`src/hdl/frlm_pkg.sv`:
```
// shared types and constants for the frame rate limiter and meter
package frlm_pkg;

    localparam int WORK_W     = 24;
    localparam int INTERVAL_W = 24;
    localparam int DELAY_W    = 10;
    localparam int FPS_W      = 28;
    localparam int MAX_FPS_W  = 10;
    localparam int PERIOD_W   = 20;
    localparam int CFG_IDX_W  = 8;
    localparam int CFG_DATA_W = 16;

    localparam logic [CFG_IDX_W-1:0] REG_MAX_FPS      = 8'd0;
    localparam logic [CFG_IDX_W-1:0] REG_LIMIT_ENABLE = 8'd1;

    localparam logic [PERIOD_W-1:0]   US_PER_SECOND    = 20'd1000000;
    localparam logic [MAX_FPS_W-1:0]  US_PER_MS        = 10'd1000;
    localparam logic [INTERVAL_W-1:0] ZERO_INTERVAL_US = 24'd1000;
    localparam longint unsigned       FPS_SCALE_Q8     = 64'd256000000;

    typedef struct packed {
        logic [WORK_W-1:0]     work_time_us;
        logic [INTERVAL_W-1:0] interval_us;
    } in_word_t;

    typedef struct packed {
        logic [DELAY_W-1:0] delay_ms;
        logic [FPS_W-1:0]   fps_q8;
    } out_word_t;

endpackage

```
`src/hdl/frlm_ram.sv`:
```
// generic single write port ram with registered read
module frlm_ram #(
    parameter int WIDTH = 24,
    parameter int DEPTH = 10
) (
    input  logic                                   clk,
    input  logic                                   we,
    input  logic [((DEPTH > 1) ? $clog2(DEPTH) : 1)-1:0] waddr,
    input  logic [WIDTH-1:0]                       wdata,
    input  logic [((DEPTH > 1) ? $clog2(DEPTH) : 1)-1:0] raddr,
    output logic [WIDTH-1:0]                       rdata
);

    logic [WIDTH-1:0] mem_reg [DEPTH];
    logic [WIDTH-1:0] rdata_reg;

    always_ff @(posedge clk)
    begin
        if (we)
        begin
            mem_reg[waddr] <= wdata;
        end
        rdata_reg <= mem_reg[raddr];
    end

    assign rdata = rdata_reg;

endmodule

```
`src/hdl/frlm_div.sv`:
```
// bit-serial restoring divider, one quotient bit per cycle
module frlm_div #(
    parameter int NUM_W = 20,
    parameter int DEN_W = 10
) (
    input  logic             clk,
    input  logic             rst_n,
    input  logic             start,
    input  logic [NUM_W-1:0] num,
    input  logic [DEN_W-1:0] den,
    output logic             busy,
    output logic [NUM_W-1:0] quo
);

    localparam int CNT_W = $clog2(NUM_W + 1);

    logic [NUM_W-1:0] shift_reg;
    logic [DEN_W-1:0] rem_reg;
    logic [DEN_W-1:0] den_reg;
    logic [CNT_W-1:0] cnt_reg;
    logic             busy_reg;

    logic [DEN_W:0]   trial;
    logic [DEN_W:0]   diff;
    logic             ge;
    logic [DEN_W-1:0] rem_next;

    // shift one dividend bit into the partial remainder
    assign trial    = {rem_reg, shift_reg[NUM_W-1]};
    assign diff     = trial - {1'b0, den_reg};
    assign ge       = (trial >= {1'b0, den_reg});
    assign rem_next = ge ? diff[DEN_W-1:0] : trial[DEN_W-1:0];

    always_ff @(posedge clk or negedge rst_n)
    begin
        if (!rst_n)
        begin
            busy_reg <= 1'b0;
            cnt_reg  <= '0;
        end
        else if (start)
        begin
            busy_reg <= 1'b1;
            cnt_reg  <= CNT_W'(NUM_W);
        end
        else if (busy_reg)
        begin
            cnt_reg <= cnt_reg - 1'b1;
            if (cnt_reg == CNT_W'(1))
            begin
                busy_reg <= 1'b0;
            end
        end
    end

    always_ff @(posedge clk)
    begin
        if (start)
        begin
            shift_reg <= num;
            rem_reg   <= '0;
            den_reg   <= den;
        end
        else if (busy_reg)
        begin
            shift_reg <= {shift_reg[NUM_W-2:0], ge};
            rem_reg   <= rem_next;
        end
    end

    assign busy = busy_reg;
    assign quo  = shift_reg;

endmodule

```
`src/hdl/frlm_win.sv`:
```
// sliding window of interval samples with running sum and fill count
module frlm_win #(
    parameter int WINDOW_LEN = 10
) (
    input  logic                                        clk,
    input  logic                                        rst_n,
    input  logic                                        start,
    input  logic [frlm_pkg::INTERVAL_W-1:0]             sample,
    output logic                                        done,
    output logic [frlm_pkg::INTERVAL_W+$clog2(WINDOW_LEN)-1:0] sum,
    output logic [$clog2(WINDOW_LEN+1)-1:0]             count
);

    localparam int SUM_W = frlm_pkg::INTERVAL_W + $clog2(WINDOW_LEN);
    localparam int CNT_W = $clog2(WINDOW_LEN + 1);
    localparam int AW    = (WINDOW_LEN > 1) ? $clog2(WINDOW_LEN) : 1;

    logic [AW-1:0]                   slot_reg;
    logic [CNT_W-1:0]                count_reg;
    logic [SUM_W-1:0]                sum_reg;
    logic                            update_reg;
    logic                            done_reg;
    logic [frlm_pkg::INTERVAL_W-1:0] sample_reg;

    logic [frlm_pkg::INTERVAL_W-1:0] old_sample;
    logic                            full;
    logic [SUM_W-1:0]                sum_next;
    logic [AW-1:0]                   slot_next;

    // the old entry is only used once the window is full, so the
    // never-written contents after reset are never used
    frlm_ram #(
        .WIDTH (frlm_pkg::INTERVAL_W),
        .DEPTH (WINDOW_LEN)
    ) u_ring (
        .clk   (clk),
        .we    (update_reg),
        .waddr (slot_reg),
        .wdata (sample_reg),
        .raddr (slot_reg),
        .rdata (old_sample)
    );

    assign full      = (count_reg == CNT_W'(WINDOW_LEN));
    assign sum_next  = sum_reg - (full ? SUM_W'(old_sample) : '0) + SUM_W'(sample_reg);
    assign slot_next = (slot_reg == AW'(WINDOW_LEN - 1)) ? '0 : slot_reg + 1'b1;

    always_ff @(posedge clk or negedge rst_n)
    begin
        if (!rst_n)
        begin
            slot_reg   <= '0;
            count_reg  <= '0;
            sum_reg    <= '0;
            update_reg <= 1'b0;
            done_reg   <= 1'b0;
        end
        else
        begin
            update_reg <= start;
            done_reg   <= update_reg;
            if (update_reg)
            begin
                sum_reg  <= sum_next;
                slot_reg <= slot_next;
                if (!full)
                begin
                    count_reg <= count_reg + 1'b1;
                end
            end
        end
    end

    always_ff @(posedge clk)
    begin
        if (start)
        begin
            sample_reg <= sample;
        end
    end

    assign done  = done_reg;
    assign sum   = sum_reg;
    assign count = count_reg;

endmodule

```
`src/hdl/frame_rate_limiter_meter_core.sv`:
```
// frame rate limiter and meter, top level
//
//  channel | handshake            | payload
//  --------+----------------------+-------------------------------------------
//  in      | in_valid / in_ready  | in_data   : work_time_us, interval_us
//  out     | out_valid / out_ready| out_data  : delay_ms, fps_q8
//  cfg     | cfg_valid / cfg_ready| cfg_index, cfg_data (0 max_fps, 1 limit_enable)
//
//  a word is taken only while idle; its result is loaded into the output register once
//  the rate division and, when a delay is computed, the period and delay divisions in
//  a row have finished; in_ready returns in the cycle after that load
//  reset clears config, window sum, slot and fill count; ring ram is not swept
//  a finished word waits in the output register while the next word is taken, and the
//  next finished word holds the sequencer and input until it frees; cfg_ready always high
module frame_rate_limiter_meter_core #(
    parameter int WINDOW_LEN = 10
) (
    input  logic                               clk,
    input  logic                               rst_n,
    input  logic                               in_valid,
    output logic                               in_ready,
    input  frlm_pkg::in_word_t                 in_data,
    output logic                               out_valid,
    input  logic                               out_ready,
    output frlm_pkg::out_word_t                out_data,
    input  logic                               cfg_valid,
    output logic                               cfg_ready,
    input  logic [frlm_pkg::CFG_IDX_W-1:0]     cfg_index,
    input  logic [frlm_pkg::CFG_DATA_W-1:0]    cfg_data
);

    localparam int SUM_W = frlm_pkg::INTERVAL_W + $clog2(WINDOW_LEN);
    localparam int CNT_W = $clog2(WINDOW_LEN + 1);
    // numerator of the rate division: scale times fill count
    localparam int NUM_W = $clog2(frlm_pkg::FPS_SCALE_Q8 * WINDOW_LEN + 1);

    // sequencer states
    localparam logic [2:0] S_IDLE = 3'd0;
    localparam logic [2:0] S_WIN  = 3'd1;
    localparam logic [2:0] S_PER  = 3'd2;
    localparam logic [2:0] S_DLY  = 3'd3;
    localparam logic [2:0] S_FPS  = 3'd4;
    localparam logic [2:0] S_OUT  = 3'd5;

    logic [2:0]                        state_reg;
    logic [2:0]                        state_next;
    logic [frlm_pkg::MAX_FPS_W-1:0]    max_fps_reg;
    logic                              limit_enable_reg;
    logic                              limit_reg;
    logic [frlm_pkg::WORK_W-1:0]       work_reg;
    logic [frlm_pkg::DELAY_W-1:0]      delay_reg;
    logic                              out_valid_reg;
    frlm_pkg::out_word_t               out_data_reg;

    logic                              in_accept;
    logic [frlm_pkg::INTERVAL_W-1:0]   sample;

    logic                              win_done;
    logic [SUM_W-1:0]                  win_sum;
    logic [CNT_W-1:0]                  win_count;

    logic                              fps_start;
    logic                              fps_busy;
    logic [NUM_W-1:0]                  fps_num;
    logic [NUM_W-1:0]                  fps_quo;

    logic                              sd_start;
    logic                              sd_busy;
    logic [frlm_pkg::PERIOD_W-1:0]     sd_num;
    logic [frlm_pkg::MAX_FPS_W-1:0]    sd_den;
    logic [frlm_pkg::PERIOD_W-1:0]     sd_quo;

    logic                              period_over;
    logic                              out_load;

    assign in_ready  = (state_reg == S_IDLE);
    assign in_accept = in_valid && in_ready;
    assign cfg_ready = 1'b1;

    // a zero interval counts as one millisecond
    assign sample = (in_data.interval_us == '0) ? frlm_pkg::ZERO_INTERVAL_US
                                                : in_data.interval_us;

    frlm_win #(
        .WINDOW_LEN (WINDOW_LEN)
    ) u_win (
        .clk    (clk),
        .rst_n  (rst_n),
        .start  (in_accept),
        .sample (sample),
        .done   (win_done),
        .sum    (win_sum),
        .count  (win_count)
    );

    // rate: scale * count / sum, the sum is never zero here
    assign fps_start = (state_reg == S_WIN) && win_done;
    assign fps_num   = NUM_W'(frlm_pkg::FPS_SCALE_Q8) * NUM_W'(win_count);

    frlm_div #(
        .NUM_W (NUM_W),
        .DEN_W (SUM_W)
    ) u_fps_div (
        .clk   (clk),
        .rst_n (rst_n),
        .start (fps_start),
        .num   (fps_num),
        .den   (win_sum),
        .busy  (fps_busy),
        .quo   (fps_quo)
    );

    // shared small divider: first the target period, then the delay in ms
    assign period_over = (frlm_pkg::WORK_W'(sd_quo) > work_reg);
    assign sd_start    = (fps_start && limit_reg)
                      || ((state_reg == S_PER) && !sd_busy && period_over);
    assign sd_num      = (state_reg == S_WIN) ? frlm_pkg::US_PER_SECOND
                                              : sd_quo - work_reg[frlm_pkg::PERIOD_W-1:0];
    assign sd_den      = (state_reg == S_WIN) ? max_fps_reg : frlm_pkg::US_PER_MS;

    frlm_div #(
        .NUM_W (frlm_pkg::PERIOD_W),
        .DEN_W (frlm_pkg::MAX_FPS_W)
    ) u_small_div (
        .clk   (clk),
        .rst_n (rst_n),
        .start (sd_start),
        .num   (sd_num),
        .den   (sd_den),
        .busy  (sd_busy),
        .quo   (sd_quo)
    );

    assign out_load = (state_reg == S_OUT) && (!out_valid_reg || out_ready);

    always_comb
    begin
        state_next = state_reg;
        case (state_reg)
            S_IDLE:
            begin
                if (in_accept)
                begin
                    state_next = S_WIN;
                end
            end
            S_WIN:
            begin
                if (win_done)
                begin
                    state_next = limit_reg ? S_PER : S_FPS;
                end
            end
            S_PER:
            begin
                if (!sd_busy)
                begin
                    state_next = period_over ? S_DLY : S_FPS;
                end
            end
            S_DLY:
            begin
                if (!sd_busy)
                begin
                    state_next = S_FPS;
                end
            end
            S_FPS:
            begin
                if (!fps_busy)
                begin
                    state_next = S_OUT;
                end
            end
            S_OUT:
            begin
                if (out_load)
                begin
                    state_next = S_IDLE;
                end
            end
            default:
            begin
                state_next = S_IDLE;
            end
        endcase
    end

    always_ff @(posedge clk or negedge rst_n)
    begin
        if (!rst_n)
        begin
            state_reg        <= S_IDLE;
            max_fps_reg      <= '0;
            limit_enable_reg <= 1'b0;
            out_valid_reg    <= 1'b0;
        end
        else
        begin
            state_reg <= state_next;
            if (cfg_valid && cfg_ready)
            begin
                case (cfg_index)
                    frlm_pkg::REG_MAX_FPS:
                    begin
                        max_fps_reg <= cfg_data[frlm_pkg::MAX_FPS_W-1:0];
                    end
                    frlm_pkg::REG_LIMIT_ENABLE:
                    begin
                        limit_enable_reg <= cfg_data[0];
                    end
                    default:
                    begin
                    end
                endcase
            end
            if (out_load)
            begin
                out_valid_reg <= 1'b1;
            end
            else if (out_ready)
            begin
                out_valid_reg <= 1'b0;
            end
        end
    end

    // word payload and per-word flags
    always_ff @(posedge clk)
    begin
        if (in_accept)
        begin
            work_reg  <= in_data.work_time_us;
            limit_reg <= limit_enable_reg && (max_fps_reg != '0);
        end
        if (fps_start)
        begin
            delay_reg <= '0;
        end
        else if ((state_reg == S_DLY) && !sd_busy)
        begin
            delay_reg <= sd_quo[frlm_pkg::DELAY_W-1:0];
        end
        if (out_load)
        begin
            out_data_reg.delay_ms <= delay_reg;
            out_data_reg.fps_q8   <= fps_quo[frlm_pkg::FPS_W-1:0];
        end
    end

    assign out_valid = out_valid_reg;
    assign out_data  = out_data_reg;

endmodule

```
`config.mk`:
```
export PLATFORM = sky130hd
export DESIGN_NAME = frame_rate_limiter_meter_core
export DESIGN_NICKNAME = d
export VERILOG_FILES = /design/src/hdl/frlm_pkg.sv /design/src/hdl/frlm_ram.sv /design/src/hdl/frlm_div.sv /design/src/hdl/frlm_win.sv /design/src/hdl/frame_rate_limiter_meter_core.sv
export SDC_FILE = /design/constraint.sdc
export NUM_CORES = 1
export LEC_CHECK = 0
export BUFFER_PORTS_ARGS = -buffer_cell sky130_fd_sc_hd__buf_2
export CORE_AREA = 2 2 232 234
export DETAILED_ROUTE_END_ITERATION = 16
export DIE_AREA = 0 0 234 236
export GPL_TIMING_DRIVEN = 0
export PLACE_DENSITY = 0.67
export REMOVE_ABC_BUFFERS = 1
export SLEW_MARGIN = 30
export SYNTH_ARGS = -nofsm -noshare
export SYNTH_HDL_FRONTEND = slang
export SYNTH_SLANG_ARGS = --single-unit
export TNS_END_PERCENT = 20
```
`constraint.sdc`:
```
create_clock -name clk -period 4.79 [get_ports clk]
set_clock_uncertainty 0.15 [all_clocks]
set_input_delay 0.479 -clock clk [delete_from_list [all_inputs] [get_ports clk]]
set_output_delay 0.479 -clock clk [all_outputs]
set_load 0.005 [all_outputs]
```
== Word-level counts from Yosys, hierarchy flattened ==
Memories as Yosys holds them, arrays and structs flattened. A register that Yosys moved wholly into a read port is not among the register bits.
Index checks and enable logic that the tools add are counted.
Word-level totals
  register bits: 291
  RAM bits: 240
  input port bits: 77
  word-level logic and storage cells: 112
  memories: 1
Memory list
  u_win.u_ring.mem_reg: depth 10, bits a word 24, read ports 1, clocked after memory_dff 1, write ports 1, RTL line frlm_ram.sv:14  | logic [WIDTH-1:0] mem_reg [DEPTH];
Operators by class
  $add $sub $neg: 9
  multiply operators: 1
  $lt $le $gt $ge: 3
  equal/unequal tests: 16
  multiplexer cells: 32
  bitwise gates (word level): 1
  reduce and logical (&&, ||, !) cells: 23
Operators with widths (count)
  32-bit 2-to-1 mux: 2
  20-bit 2-to-1 mux: 3
  28-bit subtractor: 2
  29-bit by 28-bit greater-or-equal comparator with 1-bit output: 1
  28-bit by 24-bit adder with 28-bit output: 1
  28-bit 2-to-1 mux: 1
  20-bit by 24-bit > comparator with 1-bit output: 1
  24-bit logical NOT: 1
  24-bit 2-to-1 mux: 1
  3-bit 2-to-1 mux: 8
  20-bit subtractor: 1
  14-bit by 4-bit multiplier with 18-bit output (first input constant): 1
  3-bit one-hot mux with 6 select lines: 1
  6-bit 2-to-1 mux: 2
  11-bit by 10-bit greater-or-equal comparator with 1-bit output: 1
  1-bit 2-to-1 mux: 10
  10-bit 2-to-1 mux: 1
  5-bit 2-to-1 mux: 2
  10-bit nonzero test: 1
  10-bit subtractor: 1
  4-bit by 1-bit adder with 4-bit output (second input constant): 2
  4-bit equality test (second input constant): 2
  8-bit by 1-bit equality test with 1-bit output (second input constant): 1
  1-bit logical AND: 8
  other kinds (18): 30

== Logic depth before layout (Yosys ltp) ==
Gate-level depths: netlist (run 1).
  depth in word-level cells: 5
  mapped depth: 17
  gate-level depth less buffers: 16

== Cells and area by module ==
From an unflattened synthesis (run 1), not the netlist that was laid out.
Unflattened totals
  cell total of the unflattened synthesis: 2159
  area, all modules: 27112.3 µm²
By module, submodules not included
  frlm_ram: instances 1, cells each 528, area each 9863.2 µm²
  frlm_div at u_fps_div: instances 1, cells each 488, area each 5318.9 µm²
  frame_rate_limiter_meter_core: instances 1, cells each 468, area each 4976.0 µm²
  frlm_win: instances 1, cells each 475, area each 4561.9 µm²
  frlm_div at u_small_div: instances 1, cells each 200, area each 2392.3 µm²

== Worst setup path before layout (run 1) ==
Ideal clock, no wire load.
  kind: register -> register
  start point: register u_win.count_reg[0] (netlist: u_win.count[0])
  end point: register u_win.sum_reg[27] (netlist: u_win.sum[27])
  arrival time: 4.015 ns
  data required time: 4.561 ns
  setup slack: 0.546 ns
  cell stages (with the launch flop): 18
  path buffers: 2
  clock period less this slack: 4.244 ns
  cells stage by stage: dfrtp_1 > inv_1 > ha_1 > clkbuf_1 > and3_1 > fa_1 > inv_1 > ha_1 > clkbuf_2 > and3_1 > a221o_1 > a211o_1 > a31o_1 > o221ai_1 > a211oi_1 > or3_1 > a21boi_1 > xor2_1
Between the ends
  longest elaborated chain between the ends: 4
RTL lines
  start: declaration: RTL line frlm_win.sv:19  | logic [CNT_W-1:0] count_reg;
  start signal: assignment: RTL line frlm_win.sv:68  | count_reg <= count_reg + 1'b1;
  4-bit equality test: RTL line frlm_win.sv:44  | assign full = (count_reg == CNT_W'(WINDOW_LEN));
  24-bit 2-to-1 mux: RTL line frlm_win.sv:45  | assign sum_next = sum_reg - (full ? SUM_W'(old_sample) : '0) + SUM_W'(sample_reg);
  28-bit subtractor: RTL line frlm_win.sv:45
  28-bit by 24-bit adder with 28-bit output: RTL line frlm_win.sv:45
  end signal: assignment: RTL line frlm_win.sv:64  | sum_reg <= sum_next;
  end: declaration: RTL line frlm_win.sv:20  | logic [SUM_W-1:0] sum_reg;
No other way between the ends.
A chain may end at the register's enable or synchronous reset.

== Worst setup path in the final report (run 1) ==
  start point: register u_win.count_reg[3] (netlist: u_win.count[3])
  end point: register u_win.sum_reg[26] (netlist: u_win.sum[26])
Same word-level chain as after synthesis.

==> results of run 1 <==
## cell type report
| type | count | area [sq um] |
|---|---|---|
| clock buffer | 71 | 1520 |
| clock inverter | 35 | 284 |
| fill | 4188 | 22800 |
| inverter | 194 | 731 |
| multi-input combinational | 1221 | 9720 |
| sequential | 555 | 15500 |
| tap | 696 | 871 |
| timing repair buffer | 205 | 1690 |
## through the flow
stage	worst slack (ns)	power, mW
5_1_grt	-0.00134	21.5
6_report	0.222	20.0
3_5_place_dp	-0.501	15.7
3_3_place_gp	-4.04	15.4
2_1_floorplan	-0.269	13.6
4_1_cts	0.0540	20.1
## final timing paths
path                                        to  slack (ns)
setup / recovery                 u_win.sum[26]        0.22
hold / removal             u_win.sample_reg[9]        0.04
setup reg to reg                 u_win.sum[26]        0.22
hold reg to reg                   out_data[35]        0.28
max in group asynchronous    u_win.slot_reg[3]        3.75
min in group asynchronous       max_fps_reg[8]        0.17
## cell usage after synthesis (all sizes together) (48+ instances only)
| cell type | number |
|---|---|
| dfrtp | 66 |
| inv | 194 |
| nor2 | 82 |
| ha | 109 |
| a21oi | 119 |
| dfxtp | 86 |
| nand2 | 137 |
| mux2i | 76 |
| clkbuf | 71 |
| o21ai | 93 |
| mux4 | 48 |
| edfxtp | 403 |
| xnor2 | 54 |
## what timing repair did
item | CTS | global route
buffers inserted | 0 | 5
endpoints found under the hold margin | 122 | 0
resized for setup | 6 | 4
hold buffers | 56 | 0
endpoints found under the setup margin | 5 | 2
## per-layer routing
layer	vias to the layer above	part of all wire [%]
li1	7869	-
met1	7810	45
met2	376	49
met3	87	4.7
met4	0	1.9
met5	-	0
## cells by family after synthesis
| kind of cell | count (synthesis) |
|---|---|
| AO/OA/AOI/OAI | 403 |
| XOR/XNOR | 85 |
| adder cells (fa/ha/maj) | 141 |
| buffers and inverters | 297 |
| flip-flops | 555 |
| multiplexers | 139 |
| other | 1 |
| AND/OR/NAND/NOR | 452 |
## worst register-to-register path: cells and delay by family, from the launching register on
| family | cells | cell delay (ns) |
|---|---|---|
| adder cells (fa/ha/maj) | 3 | 1.33 |
| multiplexers | 1 | 0.09 |
| XOR/XNOR | 1 | 0.15 |
| flip-flops | 1 | 0.54 |
| AO/OA/AOI/OAI | 5 | 1.22 |
| AND/OR/NAND/NOR | 3 | 0.88 |
| buffers and inverters | 1 | 0.07 |
## power groups by stage
stage	Sequential, mW	Clock (mW)	Combinational, mW
3_5_place_dp	7.65	0	8.02
3_3_place_gp	7.89	0	7.52
4_1_cts	7.56	4.37	8.13
5_1_grt	7.70	4.57	9.19
6_report	7.53	4.27	8.19
2_1_floorplan	7.45	0	6.13
## cell usage in the layout (no fill, tap or decap), types with 32 or more instances in the layout
cell                            count
sky130_fd_sc_hd__nand3_1           43
sky130_fd_sc_hd__fa_1              32
sky130_fd_sc_hd__ha_1             107
sky130_fd_sc_hd__mux4_2            48
sky130_fd_sc_hd__nand2_1          136
sky130_fd_sc_hd__clkbuf_16         57
sky130_fd_sc_hd__mux2i_1           76
sky130_fd_sc_hd__nor2_1            75
sky130_fd_sc_hd__o21ai_0           89
sky130_fd_sc_hd__a21oi_1          119
sky130_fd_sc_hd__a21o_1            34
sky130_fd_sc_hd__inv_1            191
sky130_fd_sc_hd__a211oi_1          42
sky130_fd_sc_hd__edfxtp_1         403
sky130_fd_sc_hd__and3_1            33
sky130_fd_sc_hd__nor2b_1           38
sky130_fd_sc_hd__dlygate4sd3_1     56
sky130_fd_sc_hd__buf_2            109
sky130_fd_sc_hd__xnor2_1           54
sky130_fd_sc_hd__dfrtp_1           57
sky130_fd_sc_hd__dfxtp_1           86
==> out/summary.md, run 1 <==
The fraction of power consumed by sequential logic was 37.7%. The met1 usage is 26.8%. The count of buffering cells on the critical path with inverters included is 1, and the number of cells on the critical path is 14.

After synthesis, the cell types taking the most area are sky130_fd_sc_hd__edfxtp_1 (46%), sky130_fd_sc_hd__dfxtp_1 (6.6%), sky130_fd_sc_hd__dfrtp_1 (6.3%). Routability-driven placement finished with a final weighted congestion of 0.839. The number of enable flip-flop cells after synthesis was 403; the total of max-cap violations was 0.

From synthesis to final layout, the design area changed by 15.7%. Detailed-routing iteration count for the pre-antenna-repair pass: 6. The fraction of synthesized cell area taken by the top area cell type works out to 46.2%. In this run the remaining antenna-violating nets after routing total 0. The complex-gate fraction of the synthesized area was 9.80%; the final wirelength was 53.2 mm. The tools report the distinct cell type count of the synthesized netlist as 79.

The final critical path takes up 95.4% of the cycle. The global-route wire length before repair came out at 85.8 mm. Dividing the synthesized area by the synthesized cell count gives 12.6 sq um.

Cells fill 57.1% of the core in the end. For this run, asynchronously set or reset flops after synthesis account for 11.9%. The final setup violation count is 0.

The most used flip-flop cell after synthesis is sky130_fd_sc_hd__edfxtp_1. The layer carrying the most global-route usage was met2. During synthesis, Yosys emitted a total of 0 warnings.

Combinational family with the most area after synthesis: compound AO/OA/AOI/OAI gates. Layout cell share with drive strength beyond 1: 15.7%. The global-route met2 utilization came out at 32.5%. The reg-to-reg critical path startpoint was u_win.count[3]. The worst setup path is captured at a register.

The launching element type of the critical path is a register. On the critical path, the stage with the largest delay is an instance of sky130_fd_sc_hd__dfrtp_1. The die is 236 um tall. Internal power: 12.7 mW. The clock network burns 21.4% of the power. Number of port buffers: 110.

Data on the critical path arrives at its endpoint at 4.90 ns. The signal on the critical path passes through ha_4 > and3_1 > fa_1 > inv_1 > fa_1 > a211oi_4 > o211ai_1 > a41oi_2 > and2_2 > o211ai_1 > or4_1 > a41oi_1 > xnor2_1 > mux2i_1. For the pin with the worst max-slew slack, the measured transition is 1.02 ns.

The final layout contains 2,451 nets. For the switching power summed over all nets, the log shows 7.31 mW. In this run the cell area of the synthesized design comes to 0.0262 sq mm.

TritonCTS built the clock tree. The tools report the clock tree root buffer cell as sky130_fd_sc_hd__clkbuf_16. The most critical setup path has its startpoint at u_win.count[3].

The run gives 555 as the number of sinks handled by clock tree synthesis. The area share of and/or/nand/nor cells after synthesis is 8.54%. Summed over all instances, the cell type with the most area after synthesis is sky130_fd_sc_hd__edfxtp_1. The floorplan has 85 rows.

The portion of the post-synthesis area used by sequential elements is 59.0%, and the final standard cell count with taps included and fillers excluded is 2,977. Of the total power, combinational logic draws 41.0%. After synthesis the netlist holds a flip-flop and latch count of 555. The register with the most flip-flops in the layout has 240 of them. For this run the aggregate overflow at the end of global routing stands at 0.

Detailed placement ended at an HPWL of 36.1 mm. In this run the worst hold path is classified as input port to register. For this run, the slowest stage of the critical path takes 0.54 ns. The hold violation total from the final report came out at 0. The critical path is of the register to register type.

Of all nets on the critical path, the largest fanout is 26. The maximum clock frequency is 0.219 GHz, and the number of design rule violations left after detail routing is 0. The max-slew violation total from the final report came out at 0.

The clock latency reported for the late side of the worst-skew pair came out at 0.61 ns. The run finished with clean final reports. The floorplan step defined a die boundary enclosing 0.0552 sq mm. The maximum number of pins on one net before global-route repair was 72; the peak ir drop on the vdd network was 0.380 mV. Dividing the detail-routed wire length by the instance count gives 17.9 um.

Leakage component of the power: 12.1 nW. In this run the tightest slew margin relative to its limit is 31.7%. In this run the deepest clock path goes through 3 buffers. The initial antenna violation count was 0; the H-tree level count was 2. Total via count after detailed routing: 16.1k. Counting tap cells, the placed design contains a total of 2,809 instances. For the synthesized instance count, the log shows 2,073.

Startpoint of the worst hold path: in_data[9]. The tightest hold path in the finished design has a slack of 0.0353 ns. Clock-pin slew was measured on the worst setup and hold paths at 0.06 ns. Counting instances, the worst hold path has a depth of 2.

In this run the cell area measured after placement is 0.0279 sq mm. Share of synthesized cell area in full adder, half adder and majority cells: 7.65%. Power spread over the standard cell area amounts to 659 mW/mm^2.

The core region is 0.0531 sq mm. In this design, the largest share of critical-path delay is due to adder cells. The logs give 16.3k for the number of global-route vias before repair and 118 for the top-level I/O count. Setup total negative slack on the finished layout was measured at 0 ns.

The overall fraction of global-route tracks in use came out at 19.5%. The starting density of the core was 49.4%; the number of cells traversed by the worst register-to-register path was 14. The worst endpoint required time is 5.12 ns, and the die boundary width is 234 um. The portion of synthesized area spent on multiplexers is 7.67%.

The number of buffers inserted during clock tree synthesis was 56; the via-per-instance ratio was 5.42. Of the total synthesized cell area, the portion taken by XOR and XNOR cells is 2.84%. For this run, global-route usage on met3 was measured as 3.06%.

The DRC marker count from the first detailed-route iteration was 1,023; the number of antenna diodes was 0. For the finished layout, the period the worst path requires is 4.57 ns. Fraction of power spent switching nets: 36.6%. The finished layout cell area was 0.0303 sq mm.
Power figures use the tool's default switching activity.
==> inputs of run 2 (changes only) <==
--- a/config.mk
+++ b/config.mk
@@ -5,15 +5,15 @@
 export SDC_FILE = /design/constraint.sdc
 export NUM_CORES = 1
 export LEC_CHECK = 0
+export ABC_AREA = 1
 export BUFFER_PORTS_ARGS = -buffer_cell sky130_fd_sc_hd__buf_2
-export CORE_AREA = 2 2 232 234
+export CORE_AREA = 2 2 240 242
 export DETAILED_ROUTE_END_ITERATION = 16
-export DIE_AREA = 0 0 234 236
+export DIE_AREA = 0 0 242 244
 export GPL_TIMING_DRIVEN = 0
-export PLACE_DENSITY = 0.67
+export PLACE_DENSITY = 0.66
 export REMOVE_ABC_BUFFERS = 1
 export SLEW_MARGIN = 30
 export SYNTH_ARGS = -nofsm -noshare
 export SYNTH_HDL_FRONTEND = slang
 export SYNTH_SLANG_ARGS = --single-unit
-export TNS_END_PERCENT = 20
==> run 2 against run 1 <==
Against the previous run: critical path depth fell by 5; final cell count rose by 34%; global-route usage rose by 3.3 points; largest cell class unchanged; highest routed layer unchanged.
==> out/summary.md, run 2 <==
At the pin with the least slew margin, the transition time is 0.902 ns. The critical path contains buffers and inverters numbering 2 combined. For this run, design rule violations remaining after detail routing come to 0. The synthesized area divided by synthesized cell count was 9.20 sq um; the share of total power in the clock network was 19.9%. The hold violation total from the final report is 0. STA classifies the critical path startpoint as a register. The per-cell routed wire length is 16.8 um. The initialized floorplan defines 87 standard-cell rows. Once routing completed, OpenROAD measured the worst setup slack at 0.415 ns.

For this run, asynchronously set or reset flops after synthesis account for 11.9%. Along the worst hold path, the cell count comes to 3. Setup violations remaining at the end of the flow were counted as 0.

The largest total area in the synthesized netlist belongs to sky130_fd_sc_hd__edfxtp_1. Summing all placed instances gives a cell area of 0.0298 sq mm. Critical path's largest stage delay: 0.59 ns. In this run the horizontal extent of the chip is 242 um.

Fraction of synthesized cell area taken by the top area cell type: 43.3%. In the layout the commonest cells are sky130_fd_sc_hd__nand2_1 (769), sky130_fd_sc_hd__inv_1 (482), sky130_fd_sc_hd__edfxtp_1 (403). Across the VDD grid, the largest voltage drop is 0.448 mV.

The commonest non-fill, non-tap cell in the layout was sky130_fd_sc_hd__nand2_1. The die covers 0.0590 sq mm. The minimum clock period was 4.37 ns; the maximum clock frequency was 0.229 GHz.

Routability-driven placement finished with a final weighted congestion of 0.964. For the worst flop-to-flop path, the logic depth is 9. Before antenna repair, the detailed router went through 5 iterations. The run gives 20.9k as the number of global-route vias before repair. CTS placed an instance of sky130_fd_sc_hd__clkbuf_16 at the clock tree root. The share of total power dissipated in combinational logic is 46.5%. The end-of-flow core utilization was 57.4%.

118 I/O pins were placed. The synthesized instance count is 3,035, and the number of cells on the critical path is 9. The initial utilization of the core area, before any placement, comes to 49.7%.

The min-delay analysis places its worst path in the category input port to register. The number of antenna diodes is 0, and the relative max-transition margin is 39.8%. The fraction of power spent switching nets works out to 42.0%. Clock-pin slew was measured on the worst setup and hold paths at 0.06 ns. The floorplan step defined a core boundary enclosing 0.0562 sq mm. The commonest cells after synthesis are sky130_fd_sc_hd__nand2_1 (771), sky130_fd_sc_hd__inv_1 (485), sky130_fd_sc_hd__edfxtp_1 (403). TritonCTS built the clock tree. The flip-flop count of the largest register after layout is 240, and the finished layout cell area is 0.0323 sq mm. The analysis attributes to net switching a power of 9.30 mW.

The H-tree level count is 2, and the leakage component of the power is 14.3 nW. Max-slew violation total from the final report: 0. During placement, the flow inserted port buffers numbering 110.

The cell with the most instances after synthesis is sky130_fd_sc_hd__nand2_1. For the internal power, the log shows 12.8 mW. In this run the power density over the cells is 686 mW/mm^2. The slowest stage of the critical path is the sky130_fd_sc_hd__inv_4 cell.

Counting flops and latches in the post-synthesis netlist gives 555. The portion of the post-synthesis area used by sequential elements was 55.4%. Main flop type after synthesis: sky130_fd_sc_hd__edfxtp_1. Yosys printed 0 warnings.

The die is 244 um tall. The worst setup path is captured at a register. The total overflow left after global routing is 0. Cells with a size suffix above 1 make up 9.61% of the layout. The number of routed nets with antenna violations is 0, and the number of sinks handled by clock tree synthesis is 555. Entering global routing, the biggest net connects 76 pins. The cell type with the highest occurrence count on the critical path was sky130_fd_sc_hd__nand2_1.

The initial antenna violation count is 0. The netlist uses 49 different library cells. On the final layout, the worst hold slack is 0.0356 ns.

The critical path goes through nor2_2 > nand2_1 > inv_2 > nand2_2 > inv_4 > nand2_1 > nand2_1 > nand2_4 > nand2_2. The critical path is of the register to register type. In the post-synthesis netlist, the biggest area contributors are sky130_fd_sc_hd__edfxtp_1 (43%), sky130_fd_sc_hd__nand2_1 (10%), sky130_fd_sc_hd__inv_1 (6.5%). The via-per-instance ratio is 5.25, and the overall fraction of global-route tracks in use is 22.8%. The clock latency reported for the late side of the worst-skew pair was 0.64 ns. The maximum buffer depth of the clock tree was 3; the fraction of power consumed by sequential logic was 33.6%. After layout, the worst path uses 91.3% of the clock period. The post-layout net count is 3,418, and the overall power consumption is 22.1 mW. The half-perimeter wire length after placement is 46.4 mm, and the worst-path maximum fanout is 43. The number of buffers inserted during clock tree synthesis came out at 56.

The detailed router placed 21.0k vias in this run. The routed design has 67.2 mm of wire. The flow ran to the end, and the final reports show no timing, DRC or antenna violations. Setup repair after global routing left no endpoint under its margin.

The cell area after synthesis is 0.0279 sq mm. The category of cells accounting for the largest share of critical-path delay is simple AND/OR/NAND/NOR gates. The area growth from synthesis to final layout was 15.5%; the post-placement setup slack was -0.292 ns.

For the worst setup path, the data required time is 4.89 ns. For the total of max-cap violations, the log shows 0. DRC marker count from the first detailed-route iteration: 1,717.

Global-route wire length before repair: 109 mm. The number of enable flip-flop cells after synthesis was 403. Data arrives at the worst endpoint at 4.47 ns.
## run 2: cell count changes after synthesis, moves of 30 or more
cell,before,now
sky130_fd_sc_hd__nor2b_1,38,0
sky130_fd_sc_hd__mux4_2,48,0
sky130_fd_sc_hd__xnor2_1,54,24
sky130_fd_sc_hd__mux2i_1,76,0
sky130_fd_sc_hd__inv_1,193,485
sky130_fd_sc_hd__a31oi_1,12,52
sky130_fd_sc_hd__a22oi_1,0,48
sky130_fd_sc_hd__and3_1,33,2
sky130_fd_sc_hd__a211oi_1,43,0
sky130_fd_sc_hd__a21oi_1,119,84
sky130_fd_sc_hd__nand2_1,137,771
sky130_fd_sc_hd__nand3_1,43,225
sky130_fd_sc_hd__nor2_1,82,239
## run 2: layer usage
layer / wire length [um] / vias up / part of all wire, % / GRT usage (%)
met5: 0 / - / 0 / 0
met4: 1900 / 0 / 2.8 / 7.19
met3: 3660 / 144 / 5.4 / 2.88
met2: 32100 / 611 / 48 / 38.9
met1: 29600 / 9937 / 44 / 30.6
li1: - / 10300 / - / -
## run 2: tightest hold or removal path, cell delays in order
cell and delay, ns:
sky130_fd_sc_hd__buf_2 0.10, sky130_fd_sc_hd__inv_1 0.04, sky130_fd_sc_hd__nand2_1 0.08
## run 2: path summary, 6_finish.rpt
check	slack, ns	from	endpoint
max	0.42	state_reg[1]	u_small_div.quo[10]
min	0.04	in_data[8]	u_win.sample_reg[8]
max reg2reg	0.42	state_reg[1]	u_small_div.quo[10]
min reg2reg	0.28	u_fps_div.quo[6]	out_data[6]
max in group asynchronous	3.71	rst_n	u_win.slot_reg[0]
min in group asynchronous	0.21	rst_n	max_fps_reg[7]
## run 2: cells by family after synthesis
family / after synthesis / share of synthesized area, %
XOR/XNOR: 40 / 1.25
flip-flops: 555 / 55.4
other: 1 / 0.0134
buffers and inverters: 593 / 8.28
AND/OR/NAND/NOR: 1401 / 21.4
adder cells (fa/ha/maj): 141 / 7.18
AO/OA/AOI/OAI: 304 / 6.46
## run 2: what timing repair did
item / in CTS / in global routing
setup endpoints to repair: 20 / 0
resized for setup: 1 / 0
hold buffers: 60 / 0
setup buffers: 0 / 0
endpoints found under the hold margin: 91 / 0
## run 2: area by class of cell
class | instances | area (sq um)
clock buffer | 69 | 1480
clock inverter | 37 | 394
fill | 4929 | 23900
inverter | 494 | 1860
multi-input combinational | 1887 | 10300
sequential | 555 | 15500
tap | 756 | 946
timing repair buffer | 206 | 1820
## run 2: stage by stage
stage | instances | setup TNS, ns
after CTS | 4004 | 0
after global routing | 4004 | 0
after floorplan | 2936 | -9.12
final | 4004 | 0
after global placement | 3802 | -927.73
after detailed placement | 3838 | -5.83
## run 2: power groups by stage
| stage | sequential (mW) | combinational, mW | clock, mW |
|---|---|---|---|
| floorplan | 7.27 | 7.28 | 0 |
| global placement | 7.58 | 9.56 | 0 |
| detailed placement | 7.50 | 10.2 | 0 |
| CTS | 7.42 | 10.3 | 4.48 |
| global route | 7.56 | 11.7 | 4.67 |
| finish | 7.42 | 10.3 | 4.41 |
